===== src/design/esdt_pkg.sv =====
`timescale 1ns / 1ps
`default_nettype none
// ----------------------------------------------------------------------------
// Encoder speed and distance tracker package
// Shared widths, register indexes and the status type of the divider.
// ----------------------------------------------------------------------------
package esdt_pkg;

  localparam int CPR_W       = 15;
  localparam int POLE_W      = 8;
  localparam int COUNT_W     = 16;
  localparam int FRAC_W      = 16;
  localparam int FILT_W      = 32;
  localparam int DIST_W      = 48;
  localparam int IN_TDATA_W  = 16;
  localparam int OUT_TDATA_W = 120;
  localparam int CFG_IDX_W   = 1;

  localparam logic [CFG_IDX_W-1:0] REG_COUNTS_PER_REV = 1'd0;
  localparam logic [CFG_IDX_W-1:0] REG_POLE_FACTOR    = 1'd1;

  localparam logic [CPR_W-1:0]  CPR_RESET   = 15'd1024;
  localparam logic [POLE_W-1:0] POLE_RESET  = 8'd1;
  localparam logic [15:0]       SPEED_GAIN  = 16'd100;

  localparam logic FUNC_TICK  = 1'b0;
  localparam logic FUNC_RESET = 1'b1;

  typedef struct packed {
    logic busy;
    logic done;
  } esdt_div_sts_t;

endpackage
`default_nettype wire


===== src/design/encoder_speed_distance_tracker_top.sv =====
`timescale 1ns / 1ps
`default_nettype none
// ----------------------------------------------------------------------------
// Encoder speed and distance tracker
// Scales one encoder counter sample per beat, steps whole revolutions, keeps
// a moving-average window of the pulse speed and reports averaged speed in
// signed Q16.16 and distance in signed Q32.16 revolutions.
// ----------------------------------------------------------------------------
// A sample tick is scaled and stepped in S_CALC, then goes through S_DIV_DIST,
// S_POST_DIST, S_DIV_FILT and S_POST_FILT to S_OUT, where its result beat is
// loaded once the output register is free. Both the distance and the averaged
// speed go through one shared divider that yields one quotient bit per cycle,
// one after the other. A reset command goes straight from S_IDLE to S_OUT and
// its result beat is loaded there in the same way. The input is not ready while
// a beat is being worked on; a finished result waits in the output register.
module encoder_speed_distance_tracker_top #(
  parameter int WINDOW_LEN = 8
) (
  input  wire logic                                clk_i,
  input  wire logic                                rst_ni,
  // tdata: raw_count[15:0]
  input  wire logic [esdt_pkg::IN_TDATA_W-1:0]     s_axis_tdata_i,
  // tuser: func[0]
  input  wire logic                                s_axis_tuser_i,
  input  wire logic                                s_axis_tvalid_i,
  output logic                                     s_axis_tready_o,
  // tdata: speed_pulses[15:0], filtered_speed[47:16], revolutions[63:48],
  // distance[111:64], clear_counter[112], zero padding[119:113]
  output logic [esdt_pkg::OUT_TDATA_W-1:0]         m_axis_tdata_o,
  output logic                                     m_axis_tvalid_o,
  input  wire logic                                m_axis_tready_i,
  input  wire logic                                cfg_we_i,
  input  wire logic [esdt_pkg::CFG_IDX_W-1:0]      cfg_idx_i,
  input  wire logic [esdt_pkg::CPR_W-1:0]          cfg_data_i
);
  import esdt_pkg::*;

  localparam int SUM_W = 16 + $clog2(WINDOW_LEN);
  localparam int NW    = (SUM_W + 17 > 40) ? SUM_W + 17 : 40;
  localparam int DW    = CPR_W + $clog2(WINDOW_LEN + 1);
  localparam int PW    = (WINDOW_LEN > 1) ? $clog2(WINDOW_LEN) : 1;

  localparam logic [2:0] S_IDLE      = 3'd0;
  localparam logic [2:0] S_CALC      = 3'd1;
  localparam logic [2:0] S_DIV_DIST  = 3'd2;
  localparam logic [2:0] S_POST_DIST = 3'd3;
  localparam logic [2:0] S_DIV_FILT  = 3'd4;
  localparam logic [2:0] S_POST_FILT = 3'd5;
  localparam logic [2:0] S_OUT       = 3'd6;

  logic [2:0]               state_q;
  logic [CPR_W-1:0]         cpr_q;
  logic [POLE_W-1:0]        pole_q;
  logic [15:0]              prev_q;
  logic [15:0]              rev_q;
  logic [15:0]              rev_before_q;
  logic [PW-1:0]            ptr_q;
  logic signed [SUM_W-1:0]  sum_q;
  logic                     primed_q;
  logic                     fill_busy_q;
  logic [PW-1:0]            fill_idx_q;
  logic [15:0]              fill_val_q;
  logic signed [23:0]       full_q;
  logic [15:0]              speed_q;
  logic [FILT_W-1:0]        filt_q;
  logic [DIST_W-1:0]        dist_q;
  logic                     clr_q;
  logic [15:0]              rd_q;
  logic                     m_valid_q;
  logic [OUT_TDATA_W-1:0]   m_data_q;

  logic [15:0]              win_mem [WINDOW_LEN];

  logic                     in_acc;
  logic                     out_load;
  logic signed [24:0]       prod;
  logic [CPR_W-1:0]         cpr_eff;
  logic [15:0]              scaled;
  logic signed [16:0]       scaled_ext;
  logic signed [16:0]       cpr_pos;
  logic signed [16:0]       cpr_neg;
  logic                     step_up;
  logic                     step_dn;
  logic [15:0]              diff16;
  logic [15:0]              speed;
  logic                     full_neg;
  logic [23:0]              full_abs;
  logic                     sum_neg;
  logic [SUM_W-1:0]         sum_abs;
  logic [NW-1:0]            dvd_dist;
  logic [DW-1:0]            dvs_filt;
  logic [NW-1:0]            dvd_filt;
  logic                     div_start;
  logic [NW-1:0]            div_dvd;
  logic [DW-1:0]            div_dvs;
  esdt_div_sts_t            div_sts;
  logic [NW-1:0]            quo;
  logic [DIST_W-1:0]        quo48;
  logic [DIST_W-1:0]        rev48;
  logic [FILT_W-1:0]        filt_sat;
  logic [PW-1:0]            ptr_nxt;
  logic                     mem_we;
  logic [PW-1:0]            mem_addr;
  logic [15:0]              mem_wdata;
  logic signed [SUM_W-1:0]  sum_new;

  assign in_acc   = s_axis_tvalid_i && s_axis_tready_o;
  assign out_load = (state_q == S_OUT) && (!m_valid_q || m_axis_tready_i);

  assign prod       = $signed({1'b0, pole_q}) * $signed(s_axis_tdata_i);
  assign cpr_eff    = (cpr_q == '0) ? CPR_W'(1) : cpr_q;
  assign scaled     = full_q[15:0];
  assign scaled_ext = $signed({scaled[15], scaled});
  assign cpr_pos    = $signed({2'b00, cpr_eff});
  assign cpr_neg    = -cpr_pos;
  assign step_up    = scaled_ext >= cpr_pos;
  assign step_dn    = scaled_ext <= cpr_neg;
  assign diff16     = scaled - prev_q;
  assign speed      = 16'(diff16 * SPEED_GAIN);

  assign full_neg = full_q[23];
  assign full_abs = full_neg ? 24'(-full_q) : 24'(full_q);
  assign dvd_dist = NW'({full_abs, 16'h0000}) + NW'(cpr_eff >> 1);

  assign sum_neg  = sum_q[SUM_W-1];
  assign sum_abs  = sum_neg ? SUM_W'(-sum_q) : SUM_W'(sum_q);
  assign dvs_filt = DW'(cpr_eff) * DW'(WINDOW_LEN);
  assign dvd_filt = NW'({sum_abs, 16'h0000}) + NW'(dvs_filt >> 1);

  assign div_start = (state_q == S_CALC) || (state_q == S_POST_DIST);
  assign div_dvd   = (state_q == S_CALC) ? dvd_dist : dvd_filt;
  assign div_dvs   = (state_q == S_CALC) ? DW'(cpr_eff) : dvs_filt;

  esdt_divider #(
    .NW (NW),
    .DW (DW)
  ) u_div (
    .clk_i      (clk_i),
    .rst_ni     (rst_ni),
    .start_i    (div_start),
    .dividend_i (div_dvd),
    .divisor_i  (div_dvs),
    .sts_o      (div_sts),
    .quotient_o (quo)
  );

  assign quo48 = DIST_W'(quo);
  assign rev48 = {{16{rev_before_q[15]}}, rev_before_q, 16'h0000};

  always_comb begin
    if (sum_neg) begin
      if (|quo[NW-1:32] || (quo[31] && |quo[30:0])) begin
        filt_sat = 32'h8000_0000;
      end else begin
        filt_sat = 32'(-quo[31:0]);
      end
    end else begin
      if (|quo[NW-1:31]) begin
        filt_sat = 32'h7FFF_FFFF;
      end else begin
        filt_sat = quo[31:0];
      end
    end
  end

  assign ptr_nxt = (ptr_q == PW'(WINDOW_LEN - 1)) ? '0 : ptr_q + 1'b1;
  assign sum_new = primed_q ? SUM_W'(sum_q - SUM_W'($signed(rd_q)) + SUM_W'($signed(speed)))
                            : SUM_W'(SUM_W'($signed(speed)) * SUM_W'(WINDOW_LEN));

  assign mem_we    = (state_q == S_CALC) || fill_busy_q;
  assign mem_addr  = (state_q == S_CALC) ? ptr_q : fill_idx_q;
  assign mem_wdata = (state_q == S_CALC) ? speed : fill_val_q;

  always_ff @(posedge clk_i) begin
    if (mem_we) begin
      win_mem[mem_addr] <= mem_wdata;
    end
    rd_q <= win_mem[ptr_q];
  end

  always_ff @(posedge clk_i or negedge rst_ni) begin
    if (!rst_ni) begin
      state_q     <= S_IDLE;
      cpr_q       <= CPR_RESET;
      pole_q      <= POLE_RESET;
      prev_q      <= '0;
      rev_q       <= '0;
      ptr_q       <= '0;
      sum_q       <= '0;
      primed_q    <= 1'b0;
      fill_busy_q <= 1'b0;
      m_valid_q   <= 1'b0;
    end else begin
      if (cfg_we_i) begin
        case (cfg_idx_i)
          REG_COUNTS_PER_REV: cpr_q  <= cfg_data_i;
          REG_POLE_FACTOR:    pole_q <= cfg_data_i[POLE_W-1:0];
          default: ;
        endcase
      end

      if (fill_busy_q && fill_idx_q == PW'(WINDOW_LEN - 1)) begin
        fill_busy_q <= 1'b0;
      end

      if (out_load) begin
        m_valid_q <= 1'b1;
      end else if (m_axis_tready_i) begin
        m_valid_q <= 1'b0;
      end

      case (state_q)
        S_IDLE: begin
          if (in_acc) begin
            if (s_axis_tuser_i == FUNC_RESET) begin
              rev_q   <= '0;
              prev_q  <= '0;
              state_q <= S_OUT;
            end else begin
              state_q <= S_CALC;
            end
          end
        end
        S_CALC: begin
          if (step_up) begin
            rev_q  <= rev_q + 1'b1;
            prev_q <= '0;
          end else if (step_dn) begin
            rev_q  <= rev_q - 1'b1;
            prev_q <= '0;
          end else begin
            prev_q <= scaled;
          end
          sum_q <= sum_new;
          ptr_q <= ptr_nxt;
          if (!primed_q) begin
            primed_q    <= 1'b1;
            fill_busy_q <= 1'b1;
          end
          state_q <= S_DIV_DIST;
        end
        S_DIV_DIST: begin
          if (div_sts.done) begin
            state_q <= S_POST_DIST;
          end
        end
        S_POST_DIST: begin
          state_q <= S_DIV_FILT;
        end
        S_DIV_FILT: begin
          if (div_sts.done) begin
            state_q <= S_POST_FILT;
          end
        end
        S_POST_FILT: begin
          state_q <= S_OUT;
        end
        S_OUT: begin
          if (out_load) begin
            state_q <= S_IDLE;
          end
        end
        default: begin
          state_q <= S_IDLE;
        end
      endcase
    end
  end

  always_ff @(posedge clk_i) begin
    if (in_acc) begin
      full_q <= prod[23:0];
      if (s_axis_tuser_i == FUNC_RESET) begin
        speed_q <= '0;
        filt_q  <= '0;
        dist_q  <= '0;
        clr_q   <= 1'b1;
      end
    end
    if (state_q == S_CALC) begin
      speed_q      <= speed;
      clr_q        <= step_up || step_dn;
      rev_before_q <= rev_q;
      if (!primed_q) begin
        fill_idx_q <= '0;
        fill_val_q <= speed;
      end
    end
    if (fill_busy_q) begin
      fill_idx_q <= fill_idx_q + 1'b1;
    end
    if (state_q == S_POST_DIST) begin
      dist_q <= rev48 + (full_neg ? DIST_W'(-quo48) : quo48);
    end
    if (state_q == S_POST_FILT) begin
      filt_q <= filt_sat;
    end
    if (out_load) begin
      m_data_q <= {7'b0000000, clr_q, dist_q, rev_q, filt_q, speed_q};
    end
  end

  assign s_axis_tready_o = (state_q == S_IDLE);
  assign m_axis_tvalid_o = m_valid_q;
  assign m_axis_tdata_o  = m_data_q;

endmodule
`default_nettype wire


===== src/design/esdt_divider.sv =====
`timescale 1ns / 1ps
`default_nettype none
// ----------------------------------------------------------------------------
// Encoder tracker serial divider
// Unsigned restoring divider that produces one quotient bit per cycle.
// ----------------------------------------------------------------------------
module esdt_divider #(
  parameter int NW = 40,
  parameter int DW = 19
) (
  input  wire logic                   clk_i,
  input  wire logic                   rst_ni,
  input  wire logic                   start_i,
  input  wire logic [NW-1:0]          dividend_i,
  input  wire logic [DW-1:0]          divisor_i,
  output esdt_pkg::esdt_div_sts_t     sts_o,
  output logic      [NW-1:0]          quotient_o
);
  import esdt_pkg::*;

  localparam int CW = $clog2(NW + 1);

  logic [NW-1:0] acc_q;
  logic [DW-1:0] rem_q;
  logic [DW-1:0] dvs_q;
  logic [CW-1:0] cnt_q;
  logic          busy_q;
  logic          done_q;

  logic [DW:0]   shifted;
  logic [DW:0]   diff;
  logic          ge;

  assign shifted = {rem_q, acc_q[NW-1]};
  assign diff    = shifted - {1'b0, dvs_q};
  assign ge      = shifted >= {1'b0, dvs_q};

  always_ff @(posedge clk_i or negedge rst_ni) begin
    if (!rst_ni) begin
      busy_q <= 1'b0;
      done_q <= 1'b0;
      cnt_q  <= '0;
    end else if (start_i) begin
      busy_q <= 1'b1;
      done_q <= 1'b0;
      cnt_q  <= CW'(NW);
    end else if (busy_q) begin
      cnt_q <= cnt_q - 1'b1;
      if (cnt_q == CW'(1)) begin
        busy_q <= 1'b0;
        done_q <= 1'b1;
      end
    end else begin
      done_q <= 1'b0;
    end
  end

  always_ff @(posedge clk_i) begin
    if (start_i) begin
      acc_q <= dividend_i;
      rem_q <= '0;
      dvs_q <= divisor_i;
    end else if (busy_q) begin
      acc_q <= {acc_q[NW-2:0], ge};
      rem_q <= ge ? diff[DW-1:0] : shifted[DW-1:0];
    end
  end

  assign sts_o.busy = busy_q;
  assign sts_o.done = done_q;
  assign quotient_o = acc_q;

endmodule
`default_nettype wire


===== config.mk =====
export PLATFORM = sky130hd
export DESIGN_NAME = encoder_speed_distance_tracker_top
export DESIGN_NICKNAME = d
export VERILOG_FILES = /design/src/design/esdt_pkg.sv /design/src/design/encoder_speed_distance_tracker_top.sv /design/src/design/esdt_divider.sv
export SDC_FILE = /design/constraint.sdc
export NUM_CORES = 1
export LEC_CHECK = 0
export ABC_AREA = 1
export BUFFER_PORTS_ARGS = -buffer_cell sky130_fd_sc_hd__buf_2
export CORE_MARGIN = 3
export CORE_UTILIZATION = 50
export DETAILED_ROUTE_END_ITERATION = 8
export PLACE_DENSITY = 0.67
export SETUP_SLACK_MARGIN = 0.05
export SLEW_MARGIN = 25
export SYNTH_ARGS = -nofsm -noshare
export SYNTH_HDL_FRONTEND = slang
export SYNTH_HIERARCHICAL = 1
export SYNTH_SLANG_ARGS = --single-unit

===== constraint.sdc =====
create_clock -name clk_i -period 8.9 [get_ports clk_i]
set_input_delay 0.89 -clock clk_i [delete_from_list [all_inputs] [get_ports clk_i]]
set_output_delay 0.89 -clock clk_i [all_outputs]
set_load 0.02 [all_outputs]

# Yosys cells after proc, flatten, opt, wreduce, memory -nomap -nowiden
# Memories as Yosys holds them, arrays and structs flattened. A register that Yosys moved wholly into a read port is not among the register bits.
# Index checks and enable logic that the tools add are counted.
[op_classes]
reduce_logical = 35
order_cmp = 3
addsub = 17
n_eq_ne = 17
n_mul = 2
n_mux = 60
n_bitwise = 2
[op_table]
columns = ["operator", "count"]
rows = [
  ["$mux W32", 6],
  ["$mux W48", 4],
  ["$mux W16", 10],
  ["$mux W40", 3],
  ["$pmux W16 S2", 2],
  ["$mux W19", 3],
  ["$add A48 B48 Y48", 1],
  ["$neg A40 Y48", 1],
  ["$add A40 B14 Y40", 1],
  ["$add A35 B17 Y36", 1],
  ["$neg A32 Y32", 1],
  ["$reduce_or A31 Y1", 1],
  ["$mux W15", 2],
  ["$mux W3", 10],
  ["$mul A9 B16 Y24", 1],
  ["$mux W24", 1],
  ["$neg A24 Y24", 1],
  ["$pmux W3 S7", 1],
  ["$ge A20 B19 Y1", 1],
  ["$reduce_bool A2 Y1", 10],
  ["$add A19 B16 Y19", 1],
  ["$neg A19 Y19", 1],
  ["$sub A19 B16 Y19", 1],
  ["$sub A19 B19 Y19", 1],
  ["29 further kinds", 71],
]
[word_totals]
regBits = 432
memories = 1
ram_bits = 128
[memory_table]
columns = ["memory", "depth", "width", "rd", "rd_ports_with_merged_regs", "write_ports", "line_no", "text"]
rows = [
  ["win_mem", 8, 16, 1, 1, 1, "encoder_speed_distance_tracker_top.sv:72", "logic [15:0] win_mem [WINDOW_LEN];"],
]

# Longest topological paths before layout
# Gate-level depths: netlist of the first run.
[depth]
word_depth = 7
ltp_mapped = 37
ltp_nobuf = 37

# Hierarchy
# The synthesis of the first run kept the hierarchy.
[by_module_without_submodules]
columns = ["mod", "n_inst", "cells_per_inst", "seq_area_each_um2", "area_each_um2"]
rows = [
  ["encoder_speed_distance_tracker_top", 1, 3377, 13520.5, 30417.9],
  ["esdt_divider", 1, 625, 2352.3, 4963.5],
]

# Least setup slack after synthesis of the first run
# No wires, ideal clock.
[synth_path]
path_type = "input to register"
startpoint = "in m_axis_tready_i"
endpoint = "reg m_data_q[100] (netlist: m_axis_tdata_o[100]) (enable)"
setup_slack_ns = 2.783
cell_stages = 2
required_ns = 8.318
setup_ns = 0.582
arrival_ns = 5.535
n_path_buf = 0
path_cell_list = "nor2_1 nor2_1"
[synth_between]
elab_chain_cells = 2
[synth_lines]
columns = ["element", "line_no", "text"]
rows = [
  ["start: declaration", "encoder_speed_distance_tracker_top.sv:31", "input wire logic m_axis_tready_i,"],
  ["$logic_or A1 B1 Y1", "encoder_speed_distance_tracker_top.sv:108", "assign out_load = (state_q == S_OUT) && (!m_valid_q || m_axis_tready_i);"],
  ["$logic_and A1 B1 Y1", "encoder_speed_distance_tracker_top.sv:108", ""],
  ["net out_load", "encoder_speed_distance_tracker_top.sv:75", "logic out_load;"],
  ["end signal: assignment", "encoder_speed_distance_tracker_top.sv:299", "m_data_q <= {7'b0000000, clr_q, dist_q, rev_q, filt_q, speed_q};"],
  ["end: declaration", "encoder_speed_distance_tracker_top.sv:70", "logic [OUT_TDATA_W-1:0] m_data_q;"],
]
# The timed path passes the listed nets, and every way through them passes these cells.
# A chain may end at the register's enable or synchronous reset.

# Worst setup path in the final report of the first run
[layout_path]
startpoint = "reg full_q[2]"
endpoint = "reg sum_q[18]"
[layout_between]
elab_chain_cells = 4
[layout_lines]
columns = ["element", "line_no", "text"]
rows = [
  ["start: declaration", "encoder_speed_distance_tracker_top.sv:63", "logic signed [23:0] full_q;"],
  ["start signal: assignment", "encoder_speed_distance_tracker_top.sv:272", "full_q <= prod[23:0];"],
  ["$sub A16 B16 Y16 *", "encoder_speed_distance_tracker_top.sv:118", "assign diff16 = scaled - prev_q;"],
  ["$mul A16 B5 Y14 *", "encoder_speed_distance_tracker_top.sv:119", "assign speed = 16'(diff16 * SPEED_GAIN);"],
  ["net speed[15]", "encoder_speed_distance_tracker_top.sv:85", "logic [15:0] speed;"],
  ["$add A19 B16 Y19", "encoder_speed_distance_tracker_top.sv:167", "assign sum_new = primed_q ? SUM_W'(sum_q - SUM_W'($signed(rd_q)) + SUM_W'($signed(speed)))"],
  ["$mux W19 *", "encoder_speed_distance_tracker_top.sv:167", ""],
  ["end signal: assignment", "encoder_speed_distance_tracker_top.sv:234", "sum_q <= sum_new;"],
  ["end: declaration", "encoder_speed_distance_tracker_top.sv:58", "logic signed [SUM_W-1:0] sum_q;"],
]
# The timed path passes the listed nets; every way through them passes the cells marked *.

==> results_dict.tcl, run 1 <==
set metrics [dict create \
    outcome "finished, final reports clean" \
    antenna_found_initial 1 \
    cp-start-kind "flop" \
    ff2ff_path_depth 32 \
    routabilityCongestion 0.916 \
    cts_buffers 59 \
    cp_slowest_stage_delay_ns 0.53 \
    yosysWarningCount 6 \
    grt_pass1_wl_mm 141 \
    utilization_pct 56.1 \
    drtAntennaViolNets 0 \
    rsz0062_at_grt "false" \
    row_count 96 \
    placedCellCount 4973 \
    finalClockSkew_ns 0.0330 \
    wl_per_cell_um 17.3 \
    path_clk_slew_ns 0.07 \
    tightest_slew_ns 1.20 \
    period_share_pct 76.1 \
    critPathRequiredTime_ns 9.44 \
    grt_max_degree 73 \
    cts_sinks 554 \
    leakagePower_nw 17.8 \
    slowest_stage "fa_1" \
    crit_path_max_fanout 6 \
    final_layout_size_suffix_gt1_share_pct 8.28 \
    cts_buffer_depth 3 \
    routed_wl_mm 87.8 \
    die-area_um2 74000 \
    crit_path_end_kind "flop" \
    tritoncts "yes" \
    vdd_ir_drop_max_mv 0.142 \
    finalSetupTns_ns 0 \
    max_slew_margin_pct 18.8 \
    track_usage_pct 23.7 \
    grt_pass1_vias 25800 \
    crit_top_cell "nand2_1" \
    dr_total_vias 27000 \
    die_width_um 272 \
    overflow 0 \
    io_buffers 150 \
    start_util_pct 51.0 \
    worstHoldPathType "primary input to asynchronous set/reset pin" \
    postLayoutCellArea_um2 38900 \
    slew_violations 0 \
    cts_resized 0 \
    pin_count 160 \
    max_cap_violations 0 \
    post-route-drc-count 0 \
    fmax_ghz 0.148 \
    postSynthCellCount 4001 \
    dieHeight_um 272 \
    place_ws_ns 2.21 \
    setup_viol 0 \
    dpl-instance-area_um2 36900 \
    via_per_inst 5.30 \
    stdcell_count 5086 \
    insertion_delay_ns 0.64 \
    area_growth_pct 9.92 \
    syn_avg_cell_area_um2 8.84 \
    min_period_ns 6.77 \
    crit_type "flop to flop" \
    drt_iter0_drc 2089 \
    firstDrtPassIters 6 \
    post_cts.repair.setup_buffers 0 \
    nets 4481 \
    synth_area_um2 35400 \
    setup_ws_ns 2.13 \
    crit_arrival_ns 7.31 \
    hold_viol 0 \
    core_area_um2 69300 \
    cts_root_buf "clkbuf_16" \
    p_per_area_nw_per_um2 197 \
    cts_hold_buf 0 \
    hpwlAfterDp_mm 65.2 \
    cts_max_level 2 \
]
-- report_power, final --
part / internal [mW] / switching, mW / total [mW] / leakage (nW)
registers: 2.87 / 0.0466 / 2.92 / 5.07
logic: 0.847 / 1.43 / 2.27 / 11.8
clock network: 1.43 / 1.05 / 2.48 / 0.932
-- stage by stage --
stage               hold WS, ns  power (mW)
CTS                       0.212        7.74
global placement          0.401        5.22
floorplan                 0.400        4.71
global route              0.238        8.20
finish                    0.238        7.67
detailed placement        0.405        5.24
-- critical path, delay by kind of cell (launching register included) --
family | cells | cell delay, ns
flip-flops | 1 | 0.45
adder cells (fa/ha/maj) | 7 | 2.70
buffers and inverters | 5 | 0.37
XOR/XNOR | 1 | 0.44
AO/OA/AOI/OAI | 7 | 1.30
AND/OR/NAND/NOR | 12 | 1.41
-- state kept, by name, summed over array words and instances (netlist names), 3 cells and up --
register,count
win_mem,112
m_axis_tdata_o,111
dist_q,48
u_div/quotient_o,40
filt_q,32
full_q,24
u_div/dvs_q,19
u_div/rem_q,19
sum_q,17
rev_before_q,16
rev_q,16
cpr_q,15
fill_val_q,14
prev_q,14
rd_q,14
speed_q,14
pole_q,8
u_div/cnt_q,6
fill_idx_q,3
ptr_q,3
state_q,3
-- routing by layer --
metal  global-route usage [%]  vias to the layer above  share of wire [%]
met1                     33.2                    12700                 45
li1                         -                    13300                  -
met2                     38.8                      752                 46
met4                     7.26                        2                3.1
met3                     2.90                      151                5.5
met5                        0                        -              0.015
-- worst paths after layout --
kind                                                from                          end  slack, ns
worst min register to register  speed_q[9]$_SDFFCE_PN0P_  m_axis_tdata_o[9]$_DFFE_PP_       0.41
max in group asynchronous                         rst_ni         cpr_q[0]$_DFFE_PN0P_       7.37
worst max-delay path                 full_q[2]$_DFFE_PP_        sum_q[18]$_DFFE_PN0P_       2.13
worst min-delay path                              rst_ni         rev_q[8]$_DFFE_PN0P_       0.24
min in group clk_i              speed_q[9]$_SDFFCE_PN0P_  m_axis_tdata_o[9]$_DFFE_PP_       0.41
worst max register to register       full_q[2]$_DFFE_PP_        sum_q[18]$_DFFE_PN0P_       2.13
-- layout by cell type (no fill, tap or decap), drive strengths merged, types with 2 or more instances in the layout --
cell / n
a31oi: 28
clkinvlp: 9
nand3: 177
nand2: 868
clkinv: 23
nor2: 342
a31o: 2
o21a: 17
nand3b: 17
edfxtp: 434
bufinv: 5
xnor2: 30
dfrtp: 85
o22ai: 35
nor3: 54
fa: 128
o21ai: 298
nand4: 32
ha: 212
o221ai: 4
a211oi: 8
a21boi: 3
conb: 13
or2: 14
o41ai: 2
nor4: 16
o21bai: 10
o2111ai: 3
clkbuf: 80
a21o: 12
dfxtp: 33
dfstp: 2
o31ai: 6
xor2: 104
a21oi: 219
buf: 167
inv: 653
-- cell type report --
| cell class | count | area [um^2] |
|---|---|---|
| Tap cell | 931 | 1160 |
| Fill cell | 6239 | 30400 |
| Inverter | 658 | 2470 |
| Sequential cell | 554 | 15900 |
| Multi-Input combinational cell | 2663 | 16500 |
| Antenna cell | 1 | 2.50 |
| Clock buffer | 80 | 1620 |
| Timing Repair Buffer | 167 | 881 |
| Clock inverter | 32 | 354 |
(Power assumes the default switching activity.)
==> run 2, diff against run 1 <==
clock period = 6.98 ns   (was 8.9 ns; I/O delays follow)
==> results_dict.tcl, run 2 (synthesis results as in run 1) <==
set metrics [dict create \
    vdd_ir_drop_max_mv 0.197 \
    drtAntennaViolNets 0 \
    fin_total_pwr_mw 10.0 \
    slew_violations 0 \
    r2r-start "full_q[4]$_DFFE_PP_" \
    regMostFlops "win_mem" \
    worstHoldPathType "primary input to asynchronous set/reset pin" \
    cts_buffer_depth 3 \
    path_clk_slew_ns 0.07 \
    crit_path_max_fanout 6 \
    die_width_um 272 \
    p_sw_mw 3.23 \
    slowest_stage "fa_1" \
    p_seq_share_pct 37.2 \
    wl_per_cell_um 17.2 \
    core_area_um2 69300 \
    insertion_delay_ns 0.65 \
    crit_buf_inv 5 \
    firstDrtPassIters 6 \
    grt_max_degree 74 \
    rsz0062_at_grt "false" \
    post-route-drc-count 0 \
    p_per_area_nw_per_um2 255 \
    dpl-instance-area_um2 36900 \
    reg2reg_to "sum_q[18]$_DFFE_PN0P_" \
    fmax_ghz 0.158 \
    dr_total_vias 27000 \
    insertedDiodeCount 0 \
    timing.hold.ws_ns 0.0757 \
    critPathTopFamily "adder cells" \
    pin_count 160 \
    finalClockSkew_ns 0.0576 \
    swShare_pct 32.3 \
    crit_arrival_ns 6.93 \
    outcome "finished, final reports clean" \
    internal_power_mw 6.78 \
    crit_type "flop to flop" \
    tritoncts "yes" \
    overflow 0 \
    final_layout_size_suffix_gt1_share_pct 9.03 \
    ff2ff_path_depth 32 \
    max_cap_violations 0 \
    period_share_pct 90.9 \
    dieHeight_um 272 \
    hpwlAfterDp_mm 65.0 \
    finalSetupTns_ns 0 \
    leakagePower_nw 17.9 \
    min_period_ns 6.35 \
    critPathRequiredTime_ns 7.56 \
    grt_pass1_wl_mm 140 \
    cts_buffers 60 \
    die-area_um2 74000 \
    antenna_found_initial 0 \
    crit_path_end_kind "flop" \
    io_buffers 150 \
    cts_hold_buf 0 \
    cp_slowest_stage_delay_ns 0.53 \
    layout_commonest_cell "nand2_1" \
    cp-start-kind "flop" \
    max_slew_margin_pct 29.3 \
    cts_sinks 554 \
    layout_common_cells "nand2_1, inv_1, edfxtp_1" \
    tightest_slew_ns 1.05 \
    nets 4490 \
    drt_iter0_drc 2423 \
    cts_max_level 2 \
    area_growth_pct 10.8 \
    postLayoutCellArea_um2 39200 \
    routed_wl_mm 87.6 \
    routabilityCongestion 0.922 \
    pwr-share-clk_pct 33.9 \
    via_per_inst 5.30 \
    setup_viol 0 \
    track_usage_pct 23.6 \
    hold_viol 0 \
    r2r_slack_ns 0.63 \
    row_count 96 \
    largest_reg_flops 112 \
    cts_root_buf "clkbuf_16" \
    p_comb_share_pct 28.8 \
    grt_pass1_vias 26000 \
    start_util_pct 51.0 \
]
[run 2: cell count changes in the layout (fill, tap and decap cells not counted), moves of 4 or more]
cell        change
clkbuf_1       -13
buf_4           +8
bufinv_16       +6
clkinvlp_4      +5
clkinv_2        -4
ha_1            -4
ha_2            +4
inv_6           +4
[run 2: per-stage QoR]
step	setup WS [ns]	instances	util, %
6_report	0.633	5094	56.6
5_1_grt	0.103	5094	56.6
4_1_cts	0.306	5092	56.4
3_5_place_dp	0.307	4979	53.3
3_3_place_gp	0.435	4979	53.3
2_1_floorplan	1.04	4013	-
[run 2: per-layer routing]
| metal | global-route usage (%) | routed length (um) | part of all wire [%] |
|---|---|---|---|
| met2 | 38.4 | 40200 | 46 |
| met1 | 32.6 | 39200 | 45 |
| met5 | 0 | 0 | 0 |
| met4 | 8.02 | 3060 | 3.5 |
| met3 | 3.27 | 5120 | 5.8 |
[run 2: how the worst max path moves through the flow]
stage	from	to	slack [ns]	depth (start not counted)
final	full_q[4]$_DFFE_PP_	sum_q[18]$_DFFE_PN0P_	0.63	32
after global routing	full_q[2]$_DFFE_PP_	sum_q[18]$_DFFE_PN0P_	0.10	33
after CTS	full_q[2]$_DFFE_PP_	sum_q[18]$_DFFE_PN0P_	0.31	33
after detailed placement	full_q[2]$_DFFE_PP_	sum_q[18]$_DFFE_PN0P_	0.31	33
after global placement	full_q[2]$_DFFE_PP_	sum_q[18]$_DFFE_PN0P_	0.43	33
after floorplan	full_q[2]$_DFFE_PP_	sum_q[18]$_DFFE_PN0P_	1.04	33
[run 2: what timing repair did]
action                                  CTS  global route
resized for setup                         0            15
endpoints found under the setup margin    0             3
setup buffers                             0             2
[run 2: power groups by stage]
stage	Clock, mW	Sequential [mW]	Combinational [mW]
final	3.40	3.72	2.89
after global routing	3.60	3.73	3.37
after CTS	3.47	3.72	2.89
after detailed placement	0	3.79	2.88
after global placement	0	3.79	2.84
after floorplan	0	3.75	2.26
[run 2: layout make-up]
class / count / area (um^2)
clock buffer: 66 / 1550
fill: 6286 / 30100
tap: 931 / 1160
multi-input combinational: 2663 / 16600
timing repair buffer: 175 / 941
clock inverter: 47 / 614
sequential: 554 / 15900
inverter: 658 / 2470
